**src/lsjs_pkg.sv**
```systemverilog
// Shared constants, types and tables of the laser scan jump segmenter.
`default_nettype none

package lsjs_pkg;

    // Field widths of the channels.
    localparam int RANGE_W    = 16;
    localparam int COORD_W    = 17;
    localparam int IDX_W      = 11;
    localparam int ANG_W      = 24;
    localparam int JUMP_W     = 32;
    localparam int MINP_W     = 12;
    localparam int CFG_IDX_W  = 4;
    localparam int CFG_DATA_W = 32;

    // Point store depth and CORDIC length.
    localparam int MAX_POINTS   = 2048;
    localparam int CORDIC_STEPS = 18;
    localparam int ATAN_N       = 24;
    localparam int CORDIC_N     = (CORDIC_STEPS < ATAN_N) ? CORDIC_STEPS : ATAN_N;
    localparam int STEP_W       = $clog2(ATAN_N);

    // Point counter and a width that holds every count, index and threshold.
    localparam int CNT_W  = $clog2(MAX_POINTS + 1);
    localparam int WIDE_A = (CNT_W > MINP_W) ? CNT_W : MINP_W;
    localparam int WIDE_W = (WIDE_A > IDX_W) ? WIDE_A : IDX_W;

    // CORDIC datapath widths: Q16 millimetres with headroom for the gain.
    localparam int XW = 36;
    localparam int ZW = 33;

    // Difference and square widths of the jump test.
    localparam int DIFF_W = COORD_W + 1;
    localparam int SQ_W   = 2 * DIFF_W;

    localparam logic [31:0]        GAIN_Q32  = 32'd2608131496;
    localparam logic [RANGE_W-1:0] MIN_RANGE = RANGE_W'(20);
    localparam int                 MM_MAX    = 65535;

    // Register indexes of the configuration port.
    localparam logic [CFG_IDX_W-1:0] CFG_ANGLE_MIN    = CFG_IDX_W'(0);
    localparam logic [CFG_IDX_W-1:0] CFG_ANGLE_STEP   = CFG_IDX_W'(1);
    localparam logic [CFG_IDX_W-1:0] CFG_JUMP_DIST_SQ = CFG_IDX_W'(2);
    localparam logic [CFG_IDX_W-1:0] CFG_MIN_POINTS   = CFG_IDX_W'(3);

    // Register values after reset.
    localparam logic [ANG_W-1:0]  RST_ANGLE_MIN    = ANG_W'(0);
    localparam logic [ANG_W-1:0]  RST_ANGLE_STEP   = ANG_W'(11651);
    localparam logic [JUMP_W-1:0] RST_JUMP_DIST_SQ = JUMP_W'(10000);
    localparam logic [MINP_W-1:0] RST_MIN_POINTS   = MINP_W'(3);

    // Result kinds.
    localparam logic KIND_POINT = 1'b0;
    localparam logic KIND_SEG   = 1'b1;

    typedef logic signed [COORD_W-1:0] coord_t;
    typedef logic [CNT_W-1:0]          cnt_t;
    typedef logic [IDX_W-1:0]          idx_t;

    // Arctangent of 2^-i in units of 2^-32 turn.
    localparam logic [31:0] ATAN_TURNS [ATAN_N] = '{
        32'd536870912, 32'd316933406, 32'd167458907, 32'd85004756,
        32'd42667331,  32'd21354465,  32'd10679838,  32'd5340245,
        32'd2670163,   32'd1335087,   32'd667544,    32'd333772,
        32'd166886,    32'd83443,     32'd41722,     32'd20861,
        32'd10430,     32'd5215,      32'd2608,      32'd1304,
        32'd652,       32'd326,       32'd163,       32'd81
    };

    // Reported indices wrap at the index width.
    function automatic idx_t to_idx(input cnt_t v);
        logic [WIDE_W-1:0] w;
        w = WIDE_W'(v);
        return w[IDX_W-1:0];
    endfunction

endpackage

`default_nettype wire

```
**src/lsjs_if.sv**
```systemverilog
// Channel interfaces of the laser scan jump segmenter.
`default_nettype none

// Range samples in.
interface lsjs_in_if;
    logic                          valid;
    logic                          ready;
    logic [lsjs_pkg::RANGE_W-1:0]  range_mm;
    logic                          range_valid;
    logic                          scan_end;

    modport source (output valid, output range_mm, output range_valid, output scan_end,
                    input ready);
    modport sink   (input valid, input range_mm, input range_valid, input scan_end,
                    output ready);
endinterface

// Points and closed segments out.
interface lsjs_out_if;
    logic                      valid;
    logic                      ready;
    logic                      result_kind;
    lsjs_pkg::coord_t          point_x;
    lsjs_pkg::coord_t          point_y;
    lsjs_pkg::idx_t            point_index;
    lsjs_pkg::idx_t            seg_first;
    lsjs_pkg::idx_t            seg_last;
    logic                      run_last;

    modport source (output valid, output result_kind, output point_x, output point_y,
                    output point_index, output seg_first, output seg_last,
                    output run_last, input ready);
    modport sink   (input valid, input result_kind, input point_x, input point_y,
                    input point_index, input seg_first, input seg_last,
                    input run_last, output ready);
endinterface

// Register writes.
interface lsjs_cfg_if;
    logic                            valid;
    logic                            ready;
    logic [lsjs_pkg::CFG_IDX_W-1:0]  index;
    logic [lsjs_pkg::CFG_DATA_W-1:0] data;

    modport source (output valid, output index, output data, input ready);
    modport sink   (input valid, input index, input data, output ready);
endinterface

`default_nettype wire

```
**src/laser_scan_jump_segmenter.sv**
```systemverilog
// Top level of the laser scan jump segmenter: registers, scan state, sequencer, output word.
//
//   channel   role   handshake      word
//   sample    sink   valid/ready    range_mm, range_valid, scan_end
//   result    source valid/ready    result_kind, point_x, point_y, point_index,
//                                   seg_first, seg_last, run_last
//   cfg       sink   valid/ready    index, data (ready is always high)
//
// A kept sample is accepted, then runs the CORDIC (start, gain multiply, one micro-rotation
// per step for 18 steps, rounding, hand-over), the jump test and the decision; its results
// then leave through the output register one at a time.
// The first kept point of a scan, or one on an axis, skips the jump test.
// A rejected sample goes to the decision, and to the output only when it closes a segment.
// Reset clears the scan state and loads the register defaults; there is no clearing pass.
// The block accepts the next sample once its last result sits in the output register;
// a stalled result holds that register and the sequencer waits for it.
`default_nettype none

module laser_scan_jump_segmenter (
    input  wire logic  clk,
    input  wire logic  rst_n,
    lsjs_in_if.sink    sample,
    lsjs_out_if.source result,
    lsjs_cfg_if.sink   cfg
);

    localparam logic [2:0] S_IDLE   = 3'd0;
    localparam logic [2:0] S_CORD   = 3'd1;
    localparam logic [2:0] S_JUMP   = 3'd2;
    localparam logic [2:0] S_DECIDE = 3'd3;
    localparam logic [2:0] S_EMIT   = 3'd4;

    localparam int WW = lsjs_pkg::WIDE_W;

    // Configuration registers.
    logic [lsjs_pkg::ANG_W-1:0]    angle_min_reg;
    logic [lsjs_pkg::ANG_W-1:0]    angle_step_reg;
    logic [lsjs_pkg::JUMP_W-1:0]   jump_dist_sq_reg;
    logic [lsjs_pkg::MINP_W-1:0]   min_points_reg;

    // Scan state.
    logic [lsjs_pkg::ANG_W-1:0]    angle_acc_reg;
    logic                          in_scan_reg;
    lsjs_pkg::coord_t              prev_x_reg;
    lsjs_pkg::coord_t              prev_y_reg;
    lsjs_pkg::cnt_t                kept_count_reg;
    lsjs_pkg::cnt_t                seg_start_reg;

    // Work on the current sample.
    logic [2:0]                    state_reg;
    logic [lsjs_pkg::RANGE_W-1:0]  range_reg;
    logic [lsjs_pkg::ANG_W-1:0]    theta_reg;
    logic                          kept_reg;
    logic                          end_reg;
    logic                          jump_reg;
    logic                          cord_start_reg;
    logic                          jump_start_reg;
    lsjs_pkg::coord_t              pt_x_reg;
    lsjs_pkg::coord_t              pt_y_reg;
    lsjs_pkg::idx_t                pt_idx_reg;
    lsjs_pkg::idx_t                jfirst_reg;
    lsjs_pkg::idx_t                jlast_reg;
    lsjs_pkg::idx_t                efirst_reg;
    lsjs_pkg::idx_t                elast_reg;
    logic [2:0]                    pend_reg;

    // Output word.
    logic                          out_valid_reg;
    logic                          out_kind_reg;
    lsjs_pkg::coord_t              out_x_reg;
    lsjs_pkg::coord_t              out_y_reg;
    lsjs_pkg::idx_t                out_idx_reg;
    lsjs_pkg::idx_t                out_first_reg;
    lsjs_pkg::idx_t                out_last_reg;
    logic                          out_run_last_reg;

    logic                          sample_acc;
    logic [lsjs_pkg::ANG_W-1:0]    theta_next;
    logic                          kept_next;
    logic                          cord_done;
    lsjs_pkg::coord_t              cord_x;
    lsjs_pkg::coord_t              cord_y;
    logic                          jump_done;
    logic                          jump_over;

    logic [lsjs_pkg::MINP_W-1:0]   need;
    logic [WW-1:0]                 need_w;
    logic [WW-1:0]                 jcnt;
    logic [WW-1:0]                 ecnt;
    logic                          jemit;
    logic                          eemit;
    lsjs_pkg::cnt_t                seg_start_next;
    lsjs_pkg::cnt_t                kept_count_next;

    logic                          out_free;
    logic [2:0]                    pend_low;
    logic [2:0]                    pend_next;

    assign sample.ready = (state_reg == S_IDLE);
    assign cfg.ready    = 1'b1;
    assign sample_acc   = sample.valid && sample.ready;

    // Angle of this sample and the keep test.
    always_comb
    begin
        theta_next = in_scan_reg ? angle_acc_reg : angle_min_reg;
        kept_next  = sample.range_valid && (sample.range_mm >= lsjs_pkg::MIN_RANGE)
                     && (kept_count_reg < lsjs_pkg::CNT_W'(lsjs_pkg::MAX_POINTS));
    end

    lsjs_cordic u_cordic (
        .clk      (clk),
        .rst_n    (rst_n),
        .start    (cord_start_reg),
        .range_mm (range_reg),
        .theta    (theta_reg),
        .done     (cord_done),
        .x_mm     (cord_x),
        .y_mm     (cord_y)
    );

    lsjs_jump u_jump (
        .clk    (clk),
        .rst_n  (rst_n),
        .start  (jump_start_reg),
        .x_mm   (pt_x_reg),
        .y_mm   (pt_y_reg),
        .prev_x (prev_x_reg),
        .prev_y (prev_y_reg),
        .thresh (jump_dist_sq_reg),
        .done   (jump_done),
        .over   (jump_over)
    );

    // Segment bookkeeping: the segment a jump closes, then the one the scan end closes.
    always_comb
    begin
        need            = (min_points_reg == '0) ? lsjs_pkg::MINP_W'(1) : min_points_reg;
        need_w          = WW'(need);
        jcnt            = WW'(kept_count_reg) - WW'(seg_start_reg);
        jemit           = jump_reg && (jcnt != '0) && (jcnt >= need_w);
        seg_start_next  = jump_reg ? kept_count_reg : seg_start_reg;
        kept_count_next = kept_count_reg + lsjs_pkg::CNT_W'(kept_reg);
        ecnt            = WW'(kept_count_next) - WW'(seg_start_next);
        eemit           = end_reg && (kept_count_next > seg_start_next) && (ecnt >= need_w);
    end

    // Pending results leave in order: point, jump segment, end segment.
    always_comb
    begin
        out_free  = !out_valid_reg || result.ready;
        pend_low  = pend_reg & (~pend_reg + 3'd1);
        pend_next = pend_reg & ~pend_low;
    end

    // Sequencer, scan state and configuration.
    always_ff @(posedge clk or negedge rst_n)
    begin
        if (!rst_n)
        begin
            angle_min_reg    <= lsjs_pkg::RST_ANGLE_MIN;
            angle_step_reg   <= lsjs_pkg::RST_ANGLE_STEP;
            jump_dist_sq_reg <= lsjs_pkg::RST_JUMP_DIST_SQ;
            min_points_reg   <= lsjs_pkg::RST_MIN_POINTS;
            angle_acc_reg    <= '0;
            in_scan_reg      <= 1'b0;
            prev_x_reg       <= '0;
            prev_y_reg       <= '0;
            kept_count_reg   <= '0;
            seg_start_reg    <= '0;
            state_reg        <= S_IDLE;
            kept_reg         <= 1'b0;
            end_reg          <= 1'b0;
            jump_reg         <= 1'b0;
            cord_start_reg   <= 1'b0;
            jump_start_reg   <= 1'b0;
            pend_reg         <= '0;
            out_valid_reg    <= 1'b0;
        end
        else
        begin
            cord_start_reg <= 1'b0;
            jump_start_reg <= 1'b0;

            if (cfg.valid)
            begin
                case (cfg.index)
                    lsjs_pkg::CFG_ANGLE_MIN:
                        angle_min_reg <= cfg.data[lsjs_pkg::ANG_W-1:0];
                    lsjs_pkg::CFG_ANGLE_STEP:
                        angle_step_reg <= cfg.data[lsjs_pkg::ANG_W-1:0];
                    lsjs_pkg::CFG_JUMP_DIST_SQ:
                        jump_dist_sq_reg <= cfg.data[lsjs_pkg::JUMP_W-1:0];
                    lsjs_pkg::CFG_MIN_POINTS:
                        min_points_reg <= cfg.data[lsjs_pkg::MINP_W-1:0];
                    default:
                    begin
                    end
                endcase
            end

            if (out_valid_reg && result.ready)
                out_valid_reg <= 1'b0;

            case (state_reg)
                S_IDLE:
                begin
                    if (sample_acc)
                    begin
                        angle_acc_reg  <= theta_next + angle_step_reg;
                        in_scan_reg    <= 1'b1;
                        kept_reg       <= kept_next;
                        end_reg        <= sample.scan_end;
                        jump_reg       <= 1'b0;
                        cord_start_reg <= kept_next;
                        state_reg      <= kept_next ? S_CORD : S_DECIDE;
                    end
                end
                S_CORD:
                begin
                    if (cord_done)
                    begin
                        if (kept_count_reg != '0 && cord_x != '0 && cord_y != '0)
                        begin
                            jump_start_reg <= 1'b1;
                            state_reg      <= S_JUMP;
                        end
                        else
                        begin
                            state_reg <= S_DECIDE;
                        end
                    end
                end
                S_JUMP:
                begin
                    if (jump_done)
                    begin
                        jump_reg  <= jump_over;
                        state_reg <= S_DECIDE;
                    end
                end
                S_DECIDE:
                begin
                    pend_reg <= {eemit, jemit, kept_reg};
                    if (end_reg)
                    begin
                        angle_acc_reg  <= '0;
                        in_scan_reg    <= 1'b0;
                        prev_x_reg     <= '0;
                        prev_y_reg     <= '0;
                        kept_count_reg <= '0;
                        seg_start_reg  <= '0;
                    end
                    else
                    begin
                        kept_count_reg <= kept_count_next;
                        seg_start_reg  <= seg_start_next;
                        if (kept_reg)
                        begin
                            prev_x_reg <= pt_x_reg;
                            prev_y_reg <= pt_y_reg;
                        end
                    end
                    state_reg <= (kept_reg || eemit) ? S_EMIT : S_IDLE;
                end
                S_EMIT:
                begin
                    if (out_free)
                    begin
                        out_valid_reg <= 1'b1;
                        pend_reg      <= pend_next;
                        if (pend_next == '0)
                            state_reg <= S_IDLE;
                    end
                end
                default:
                begin
                    state_reg <= S_IDLE;
                end
            endcase
        end
    end

    // Sample, point, segment and output word payload.
    always_ff @(posedge clk)
    begin
        if (sample_acc)
        begin
            range_reg <= sample.range_mm;
            theta_reg <= theta_next;
        end
        if (state_reg == S_CORD && cord_done)
        begin
            pt_x_reg <= cord_x;
            pt_y_reg <= cord_y;
        end
        if (state_reg == S_DECIDE)
        begin
            pt_idx_reg <= lsjs_pkg::to_idx(kept_count_reg);
            jfirst_reg <= lsjs_pkg::to_idx(seg_start_reg);
            jlast_reg  <= lsjs_pkg::to_idx(kept_count_reg - 1'b1);
            efirst_reg <= lsjs_pkg::to_idx(seg_start_next);
            elast_reg  <= lsjs_pkg::to_idx(kept_count_next - 1'b1);
        end
        if (state_reg == S_EMIT && out_free)
        begin
            out_run_last_reg <= (pend_next == '0);
            if (pend_low[0])
            begin
                out_kind_reg  <= lsjs_pkg::KIND_POINT;
                out_x_reg     <= pt_x_reg;
                out_y_reg     <= pt_y_reg;
                out_idx_reg   <= pt_idx_reg;
                out_first_reg <= '0;
                out_last_reg  <= '0;
            end
            else
            begin
                out_kind_reg  <= lsjs_pkg::KIND_SEG;
                out_x_reg     <= '0;
                out_y_reg     <= '0;
                out_idx_reg   <= '0;
                out_first_reg <= pend_low[1] ? jfirst_reg : efirst_reg;
                out_last_reg  <= pend_low[1] ? jlast_reg : elast_reg;
            end
        end
    end

    assign result.valid       = out_valid_reg;
    assign result.result_kind = out_kind_reg;
    assign result.point_x     = out_x_reg;
    assign result.point_y     = out_y_reg;
    assign result.point_index = out_idx_reg;
    assign result.seg_first   = out_first_reg;
    assign result.seg_last    = out_last_reg;
    assign result.run_last    = out_run_last_reg;

endmodule

`default_nettype wire

```
**src/lsjs_cordic.sv**
```systemverilog
// Iterative CORDIC rotator: range and angle to rounded Cartesian millimetres.
`default_nettype none

module lsjs_cordic (
    input  wire logic                          clk,
    input  wire logic                          rst_n,
    input  wire logic                          start,
    input  wire logic [lsjs_pkg::RANGE_W-1:0]  range_mm,
    input  wire logic [lsjs_pkg::ANG_W-1:0]    theta,
    output logic                               done,
    output lsjs_pkg::coord_t                   x_mm,
    output lsjs_pkg::coord_t                   y_mm
);

    localparam logic [1:0] C_IDLE = 2'd0;
    localparam logic [1:0] C_MUL  = 2'd1;
    localparam logic [1:0] C_ITER = 2'd2;
    localparam logic [1:0] C_RND  = 2'd3;

    localparam int XW = lsjs_pkg::XW;
    localparam int ZW = lsjs_pkg::ZW;

    logic [1:0]                         state_reg;
    logic [lsjs_pkg::STEP_W-1:0]        step_reg;
    logic                               done_reg;
    logic [lsjs_pkg::RANGE_W-1:0]       range_reg;
    logic [lsjs_pkg::ANG_W-1:0]         theta_reg;
    logic signed [XW-1:0]               x_reg;
    logic signed [XW-1:0]               y_reg;
    logic signed [ZW-1:0]               z_reg;
    lsjs_pkg::coord_t                   xm_reg;
    lsjs_pkg::coord_t                   ym_reg;

    logic [47:0]                        prod;
    logic signed [XW-1:0]               x_start;
    logic [31:0]                        zu;
    logic                               fold;
    logic [31:0]                        zf;
    logic signed [XW-1:0]               sh_x;
    logic signed [XW-1:0]               sh_y;
    logic signed [ZW-1:0]               atan_z;
    logic                               last_step;

    // Rounds a Q16 value to millimetres and clamps it to the coordinate range.
    function automatic lsjs_pkg::coord_t to_mm(input logic signed [XW-1:0] v);
        logic signed [XW-1:0] t;
        t = (v + XW'(32768)) >>> 16;
        if (t > XW'(lsjs_pkg::MM_MAX))
            t = XW'(lsjs_pkg::MM_MAX);
        else if (t < -XW'(lsjs_pkg::MM_MAX))
            t = -XW'(lsjs_pkg::MM_MAX);
        return t[lsjs_pkg::COORD_W-1:0];
    endfunction

    // Start vector: scaled range, folded into the right half plane.
    always_comb
    begin
        prod    = {32'd0, range_reg} * {16'd0, lsjs_pkg::GAIN_Q32};
        x_start = $signed({{(XW - 32){1'b0}}, prod[47:16]});
        zu      = {theta_reg, 8'd0};
        fold    = zu[31] ^ zu[30];
        zf      = fold ? {~zu[31], zu[30:0]} : zu;
    end

    // One micro-rotation per cycle through a shared shifter.
    always_comb
    begin
        sh_x      = x_reg >>> step_reg;
        sh_y      = y_reg >>> step_reg;
        atan_z    = $signed({{(ZW - 32){1'b0}}, lsjs_pkg::ATAN_TURNS[step_reg]});
        last_step = (step_reg == lsjs_pkg::STEP_W'(lsjs_pkg::CORDIC_N - 1));
    end

    // Sequencer.
    always_ff @(posedge clk or negedge rst_n)
    begin
        if (!rst_n)
        begin
            state_reg <= C_IDLE;
            step_reg  <= '0;
            done_reg  <= 1'b0;
        end
        else
        begin
            done_reg <= 1'b0;
            case (state_reg)
                C_IDLE:
                begin
                    if (start)
                        state_reg <= C_MUL;
                end
                C_MUL:
                begin
                    step_reg  <= '0;
                    state_reg <= C_ITER;
                end
                C_ITER:
                begin
                    step_reg <= step_reg + 1'b1;
                    if (last_step)
                        state_reg <= C_RND;
                end
                C_RND:
                begin
                    done_reg  <= 1'b1;
                    state_reg <= C_IDLE;
                end
                default:
                begin
                    state_reg <= C_IDLE;
                end
            endcase
        end
    end

    // Datapath registers.
    always_ff @(posedge clk)
    begin
        if (state_reg == C_IDLE && start)
        begin
            range_reg <= range_mm;
            theta_reg <= theta;
        end
        if (state_reg == C_MUL)
        begin
            x_reg <= fold ? -x_start : x_start;
            y_reg <= '0;
            z_reg <= $signed({{(ZW - 32){zf[31]}}, zf});
        end
        else if (state_reg == C_ITER)
        begin
            if (!z_reg[ZW-1])
            begin
                x_reg <= x_reg - sh_y;
                y_reg <= y_reg + sh_x;
                z_reg <= z_reg - atan_z;
            end
            else
            begin
                x_reg <= x_reg + sh_y;
                y_reg <= y_reg - sh_x;
                z_reg <= z_reg + atan_z;
            end
        end
        if (state_reg == C_RND)
        begin
            xm_reg <= to_mm(x_reg);
            ym_reg <= to_mm(y_reg);
        end
    end

    assign done = done_reg;
    assign x_mm = xm_reg;
    assign y_mm = ym_reg;

endmodule

`default_nettype wire

```
**src/lsjs_jump.sv**
```systemverilog
// Jump test: squared distance between two points against a threshold, one square a cycle.
`default_nettype none

module lsjs_jump (
    input  wire logic                          clk,
    input  wire logic                          rst_n,
    input  wire logic                          start,
    input  wire lsjs_pkg::coord_t              x_mm,
    input  wire lsjs_pkg::coord_t              y_mm,
    input  wire lsjs_pkg::coord_t              prev_x,
    input  wire lsjs_pkg::coord_t              prev_y,
    input  wire logic [lsjs_pkg::JUMP_W-1:0]   thresh,
    output logic                               done,
    output logic                               over
);

    localparam logic [1:0] J_IDLE = 2'd0;
    localparam logic [1:0] J_SQX  = 2'd1;
    localparam logic [1:0] J_SQY  = 2'd2;
    localparam logic [1:0] J_CMP  = 2'd3;

    localparam int DW = lsjs_pkg::DIFF_W;
    localparam int SW = lsjs_pkg::SQ_W;

    logic [1:0]            state_reg;
    logic                  done_reg;
    logic                  over_reg;
    logic signed [DW-1:0]  dx_reg;
    logic signed [DW-1:0]  dy_reg;
    logic [SW-1:0]         sqx_reg;
    logic [SW-1:0]         sqy_reg;

    logic signed [DW-1:0]  mul_op;
    logic signed [SW-1:0]  mul_prod;
    logic [SW:0]           dist_sq;

    // The one multiplier squares dx, then dy.
    always_comb
    begin
        mul_op   = (state_reg == J_SQX) ? dx_reg : dy_reg;
        mul_prod = mul_op * mul_op;
        dist_sq  = {1'b0, sqx_reg} + {1'b0, sqy_reg};
    end

    // Sequencer and result flags.
    always_ff @(posedge clk or negedge rst_n)
    begin
        if (!rst_n)
        begin
            state_reg <= J_IDLE;
            done_reg  <= 1'b0;
            over_reg  <= 1'b0;
        end
        else
        begin
            done_reg <= 1'b0;
            case (state_reg)
                J_IDLE:
                begin
                    if (start)
                        state_reg <= J_SQX;
                end
                J_SQX:
                begin
                    state_reg <= J_SQY;
                end
                J_SQY:
                begin
                    state_reg <= J_CMP;
                end
                J_CMP:
                begin
                    over_reg  <= (dist_sq > (SW + 1)'(thresh));
                    done_reg  <= 1'b1;
                    state_reg <= J_IDLE;
                end
                default:
                begin
                    state_reg <= J_IDLE;
                end
            endcase
        end
    end

    // Differences and squares.
    always_ff @(posedge clk)
    begin
        if (state_reg == J_IDLE && start)
        begin
            dx_reg <= DW'(x_mm) - DW'(prev_x);
            dy_reg <= DW'(y_mm) - DW'(prev_y);
        end
        if (state_reg == J_SQX)
            sqx_reg <= mul_prod;
        if (state_reg == J_SQY)
            sqy_reg <= mul_prod;
    end

    assign done = done_reg;
    assign over = over_reg;

endmodule

`default_nettype wire

```
**src/flat_wrapper.sv**
```systemverilog
// flat-port wrapper written by rule: the top's interface ports become plain ports
module laser_scan_jump_segmenter_flat 
  (clk, rst_n, sample_valid, sample_range_mm, sample_range_valid, sample_scan_end, sample_ready, result_valid, result_result_kind, result_point_x, result_point_y, result_point_index, result_seg_first, result_seg_last, result_run_last, result_ready, cfg_valid, cfg_index, cfg_data, cfg_ready);
  lsjs_in_if sample_i ();
  lsjs_out_if result_i ();
  lsjs_cfg_if cfg_i ();
  input  wire logic clk;
  input  wire logic rst_n;
  input wire logic [$bits(sample_i.valid)-1:0] sample_valid;
  input wire logic [$bits(sample_i.range_mm)-1:0] sample_range_mm;
  input wire logic [$bits(sample_i.range_valid)-1:0] sample_range_valid;
  input wire logic [$bits(sample_i.scan_end)-1:0] sample_scan_end;
  output wire logic [$bits(sample_i.ready)-1:0] sample_ready;
  output wire logic [$bits(result_i.valid)-1:0] result_valid;
  output wire logic [$bits(result_i.result_kind)-1:0] result_result_kind;
  output wire logic [$bits(result_i.point_x)-1:0] result_point_x;
  output wire logic [$bits(result_i.point_y)-1:0] result_point_y;
  output wire logic [$bits(result_i.point_index)-1:0] result_point_index;
  output wire logic [$bits(result_i.seg_first)-1:0] result_seg_first;
  output wire logic [$bits(result_i.seg_last)-1:0] result_seg_last;
  output wire logic [$bits(result_i.run_last)-1:0] result_run_last;
  input wire logic [$bits(result_i.ready)-1:0] result_ready;
  input wire logic [$bits(cfg_i.valid)-1:0] cfg_valid;
  input wire logic [$bits(cfg_i.index)-1:0] cfg_index;
  input wire logic [$bits(cfg_i.data)-1:0] cfg_data;
  output wire logic [$bits(cfg_i.ready)-1:0] cfg_ready;
  assign sample_i.valid = sample_valid;
  assign sample_i.range_mm = sample_range_mm;
  assign sample_i.range_valid = sample_range_valid;
  assign sample_i.scan_end = sample_scan_end;
  assign sample_ready = sample_i.ready;
  assign result_valid = result_i.valid;
  assign result_result_kind = result_i.result_kind;
  assign result_point_x = result_i.point_x;
  assign result_point_y = result_i.point_y;
  assign result_point_index = result_i.point_index;
  assign result_seg_first = result_i.seg_first;
  assign result_seg_last = result_i.seg_last;
  assign result_run_last = result_i.run_last;
  assign result_i.ready = result_ready;
  assign cfg_i.valid = cfg_valid;
  assign cfg_i.index = cfg_index;
  assign cfg_i.data = cfg_data;
  assign cfg_ready = cfg_i.ready;
  laser_scan_jump_segmenter u_core (.clk(clk), .rst_n(rst_n), .sample(sample_i), .result(result_i), .cfg(cfg_i));
endmodule
```
**config.mk**
```make
export PLATFORM = sky130hd
export DESIGN_NAME = laser_scan_jump_segmenter_flat
export DESIGN_NICKNAME = d
export VERILOG_FILES = /design/src/lsjs_pkg.sv /design/src/lsjs_if.sv /design/src/laser_scan_jump_segmenter.sv /design/src/lsjs_cordic.sv /design/src/lsjs_jump.sv /design/src/flat_wrapper.sv
export SDC_FILE = /design/constraint.sdc
export NUM_CORES = 2
export LEC_CHECK = 0
export BUFFER_PORTS_ARGS = -buffer_cell sky130_fd_sc_hd__buf_2
export CAP_MARGIN = 20
export CORE_MARGIN = 2
export CORE_UTILIZATION = 45
export DETAILED_ROUTE_END_ITERATION = 8
export PLACE_DENSITY_LB_ADDON = 0.12
export SYNTH_ARGS = -nofsm -noshare
export SYNTH_HDL_FRONTEND = slang
export SYNTH_HIERARCHICAL = 1
export SYNTH_SLANG_ARGS = --single-unit
```
**constraint.sdc**
```tcl
create_clock -name clk -period 11.9 [get_ports clk]
set_clock_uncertainty 0.2 [all_clocks]
set_input_delay 2.38 -clock clk [delete_from_list [all_inputs] [get_ports clk]]
set_output_delay 2.38 -clock clk [all_outputs]
set_load 0.05 [all_outputs]
```
Word-level counts from Yosys, hierarchy flattened
Memories as Yosys holds them, arrays and structs flattened.
Cells that the tools add are included.
Word-level totals
  memories kept: 1
  ROM bits: 1024
  bits in registers: 684
Memory list
  (no name shown): depth 32, width 32, read ports 1, clocked after memory_dff 0, wr ports 0, line lsjs_cordic.sv:70  | atan_z = $signed({{(ZW - 32){1'b0}}, lsjs_pkg::ATAN_TURNS[step_reg]});
Cells by class
  reduce and logical (&&, ||, !) cells: 45
  add/subtract/negate cells: 20
  magnitude comparators: 11
  eq/ne operators: 23
  multipliers: 2
  shift-type cells: 2
  muxes and demuxes: 62
  bitwise logic cells: 7
Operators with widths (count)
  $mux 36: 5
  $mux 17: 6
  $mux 33: 3
  $mux 32: 3
  $add 36x17->36 const B: 2
  $add 36x36->36: 2
  $mux 24: 3
  $sshr 36x5->36: 2
  $sub 36x36->36: 2
  $mux 12: 4
  $pmux 24 s2: 1
  $mul 16x29->45 const B: 1
  $gt 20x17->1 const B: 2
  $lt 20x17->1 const B: 2
  $add 36x36->37: 1
  $gt 37x32->1: 1
  $mul 18x18->36: 1
  $neg 32->36: 1
  $sub 17x17->18: 2
  $reduce_bool 17->1: 2
  $add 33x33->33: 1
  $sub 33x33->33: 1
  $add 24x24->24: 1
  $ge 12x12->1: 2
  47 further kinds: 121

Longest topological paths before layout
  depth in word-level cells: 9
  depth in mapped cells: 33

Cells and area by module
Netlist, hierarchy kept.
Modules (own cells, without submodules)
  lsjs_cordic: cells an instance 3406, seq. area each 5215.0 sq um, area an instance 30229.0 sq um, times used 1
  lsjs_jump: cells an instance 1909, seq. area each 3283.1 sq um, area an instance 18228.7 sq um, times used 1
  laser_scan_jump_segmenter: cells an instance 1306, seq. area each 10642.7 sq um, area an instance 17419.2 sq um, times used 1

Worst setup path before layout
Ideal clock, no wire load.
  path type: flip-flop to flip-flop
  start: register u_core.u_jump.state_reg[1]
  end: register u_core.u_jump.sqx_reg[26] (data pin)
  path slack: 3262 ps
  data arrival time: 8173 ps
  stages on the path, launching flop included: 29
  library setup time: 265 ps
  data required time: 11435 ps
  cell sequence: dfrtp_1 inv_1 ha_1 clkbuf_1 buf_1 mux2i_1 inv_1 buf_1 nand2_1 fa_1 fa_1 fa_1 inv_1 fa_1 fa_1 inv_1 fa_1 inv_1 ha_1 clkbuf_1 o21a_1 o211ai_1 a21boi_0 o21ai_0 a221oi_1 o211ai_1 a21boi_0 mux2i_1 nand2_1
Between the ends
  word-level cells in the longest chain between the ends: 3
Ends and longest elaborated chain
  from (decl): line lsjs_jump.sv:25  | logic [1:0] state_reg;
  from (signal assigned): line lsjs_jump.sv:50  | state_reg <= J_IDLE;
  from (signal assigned): line lsjs_jump.sv:61  | state_reg <= J_SQX;
  from (signal assigned): line lsjs_jump.sv:65  | state_reg <= J_SQY;
  $eq 2x1->1: line lsjs_jump.sv:40  | mul_op = (state_reg == J_SQX) ? dx_reg : dy_reg;
  $mux 18: line lsjs_jump.sv:40
  $mul 18x18->36: line lsjs_jump.sv:41  | mul_prod = mul_op * mul_op;
  net u_core.u_jump.mul_prod[26]: line lsjs_jump.sv:34  | logic signed [SW-1:0] mul_prod;
  to (signal assigned): line lsjs_jump.sv:94  | sqx_reg <= mul_prod;
  to (decl): line lsjs_jump.sv:30  | logic [SW-1:0] sqx_reg;
The timed path passes the listed nets, and every way through them passes these cells.
A chain may end at the register's enable or synchronous reset.

Worst setup path after layout
  start: register u_core.u_jump.state_reg[1]
  end: register u_core.u_jump.sqx_reg[33] (data pin)
Same word-level chain as after synthesis.

==> summary.txt <==
Run status
  • Status: complete, no violations

Die
  • Die width: 387 um
  • Num rows: 140
  • Ports: 131
  • Die footprint: 149,000 um^2
  • Die Y: 387 um
  • Initial Utilization: 45.3%
  • Total core area: 146,000 um^2

Drt
  • Final wirelength: 182,000 um
  • Vias: 48,565
  • Vias per inst: 5.64
  • WL/cell: 21.1 um
  • Antenna-violating nets left: 0
  • Detailed Route Iter0 Violations: 3,708
  • # DRC: 0
  • Drt first pass iters: 7

Global route
  • Pin count of the biggest net entering global routing: 106
  • Vias in the first global route: 48,863
  • GRT Total Usage: 24.4%
  • GR Overflow Total: 0
  • Initial antenna violation count: 4
  • First-pass GRT wire length: 287,000 um

Synthesis
  • Mux share of post-synthesis cell area: 8.63%
  • Yosys top cell area share: 20.4%
  • Yosys cell types: 116
  • Syn nets: 7,714
  • Seq/Total Area, Yosys: 29.1%
  • Commonest cells in the synthesized netlist: inv_1 (904), ha_1 (564), fa_1 (470), edfxtp_1 (447), nor2_1 (438)
  • Post-Syn Instances: 6,621
  • Post-synth EDFFs: 447
  • XOR/XNOR share of the synthesized area: 5.86%
  • Most used DFF post-synth: edfxtp_1
  • Post-synthesis compound-gate area fraction: 13.3%
  • Most numerous cell in the Yosys netlist: inv_1
  • Yosys top cell by area: edfxtp_1
  • Avg Cell Area, Syn: 9.95 um^2
  • Synthesis Warnings: 6
  • Async SR Flop Fraction: 29.2%
  • Seq cells post-synth: 682
  • Post-synthesis adder-cell area fraction: 25.0%
  • Synthesized cell area: 65,900 um^2
  • Synth Area in Simple Gates: 11.1%
  • Largest family of logic cells by synthesized area: adder cells
  • Area contributors post-synth: edfxtp_1 (20%), fa_1 (14%), ha_1 (11%)

Timing
  • Final Max Slew Viols: 0
  • F_max: 0.110 GHz
  • Rel. slew slack: 28.8%
  • Count of final setup violators: 0
  • Tmin final: 9.13 ns
  • Number of hold violations in the final report: 0
  • Worst-Margin Slew: 1.07 ns
  • RSZ-0062 raised after global routing: false
  • Period utilisation layout: 76.7%
  • Post-route setup TNS: 0 ns

Cells and area
  • Share of layout cells above drive strength 1: 10.5%
  • Fillcell total: 13,644
  • Synthesis-to-layout area growth: 7.75%
  • Nets@finish: 7,718

Critical path
  • CP max FO: 20
  • Critical path's largest stage delay: 0.90 ns
  • CP max stage cell: mux2i_1
  • CP startpoint kind: register
  • Critical Path RT: 12.11 ns
  • Setup Crit Path Kind: reg -> reg
  • CP arrival: 9.34 ns
  • Critical path endpoint category: register
  • Most Frequent Cell on Critical Path: inv_1

CTS
  • Clock buffer depth: 3
  • Clock transition at path regs: 0.06 ns
  • Sink Count: 682
  • CTS Hold Bufs: 0
  • H-tree Lvls: 3
  • Latest clock arrival within the worst-skew pair: 0.70 ns
  • Cts bufs inserted: 80
  • CTS root buf: clkbuf_16
  • CTS tree: done
  • Gates resized, CTS repair: 0
  • Post-CTS setup buffer count: 0

Placement
  • HPWL after detailed placement: 141,000 um
  • Port Buffers: 129
  • Final Wtd Congestion: 0.970

Flow run
  • Max cap viols: 0

Hold path
  • Worst min path class: reg -> reg
[final timing paths]
path / slack, ns / depth (start not counted) / end / start
min in group asynchronous: 1.54 / 1 / u_core/angle_min_reg[7] / rst_n
max reg2reg: 2.77 / 26 / u_core/u_jump/sqx_reg[33] / u_core/u_jump/state_reg[1]
max in group asynchronous: 8.63 / 2 / u_core/pend_reg[0] / rst_n
min: 0.21 / 0 / u_core/u_cordic/theta_reg[2] / u_core/theta_reg[2]
max: 2.77 / 26 / u_core/u_jump/sqx_reg[33] / u_core/u_jump/state_reg[1]
min reg2reg: 0.21 / 0 / u_core/u_cordic/theta_reg[2] / u_core/theta_reg[2]
[cells by family after synthesis]
logic type | after synthesis
AO/OA/AOI/OAI | 1336
XOR/XNOR | 439
adder cells (fa/ha/maj) | 1036
buffers and inverters | 1177
flip-flops | 682
multiplexers | 424
other | 1
AND/OR/NAND/NOR | 1526
[final cells by class]
class / instances / area (um^2) / area share [%]
Inverter: 912 / 3420 / 4.82
Clock buffer: 113 / 2300 / 3.24
Timing Repair Buffer: 187 / 1100 / 1.55
Multi-Input combinational cell: 4762 / 42200 / 59.4
Tap cell: 1917 / 2400 / 3.38
Sequential cell: 682 / 19200 / 27.0
Clock inverter: 37 / 423 / 0.596
Antenna cell: 2 / 5.00 / 0.00705
[critical path: cells and delay by family (launching register included)]
| kind | cells | cell delay, ns |
|---|---|---|
| compound gates | 7 | 1.53 |
| xor+xnor | 1 | 0.18 |
| fa+ha+maj | 8 | 4.02 |
| buf+inv | 7 | 1.10 |
| flops | 1 | 0.41 |
| mux | 1 | 0.90 |
| simple gates | 2 | 0.52 |
[routing by layer]
layer  part of all wire, %  vias up  wire, um  global-route usage, %
met5                0.0055        -        10                      0
met4                   3.3        2      5910                   7.45
met3                   5.1      256      9240                   3.11
met2                    44     1277     80400                   37.6
met1                    47    23965     86200                   35.8
li1                      -    23065         -                      -
[per-stage QoR]
stage               cells  hold WS, ns  worst slack, ns  util (%)  instance area, um^2
floorplan            6621        0.200             3.26         -                65900
global placement     8458        0.201             2.65      46.9                68200
detailed placement   8459        0.205             2.92      46.9                68200
CTS                  8609        0.213             2.88      48.8                71000
global route         8610        0.217             2.32      48.8                71000
finish               8612        0.215             2.77      48.8                71000
[cell usage in the layout, fill, tap and decap left out, drive strengths merged, types with 113 or more instances in the layout]
master  Yosys  layout
mux2i     147     147
edfxtp    447     447
clkbuf    176     113
mux2      182     182
dfrtp     185     185
nand3     115     115
nor2      438     438
fa        470     470
buf        89     187
ha        564     564
xnor2     273     273
o21ai     297     297
inv       907     912
nand2     431     431
xor2      165     165
a21o      135     135
a21oi     355     355
Power is not shown: default switching activity piles up to over one toggle a cycle in this logic, so the estimate is an artifact.
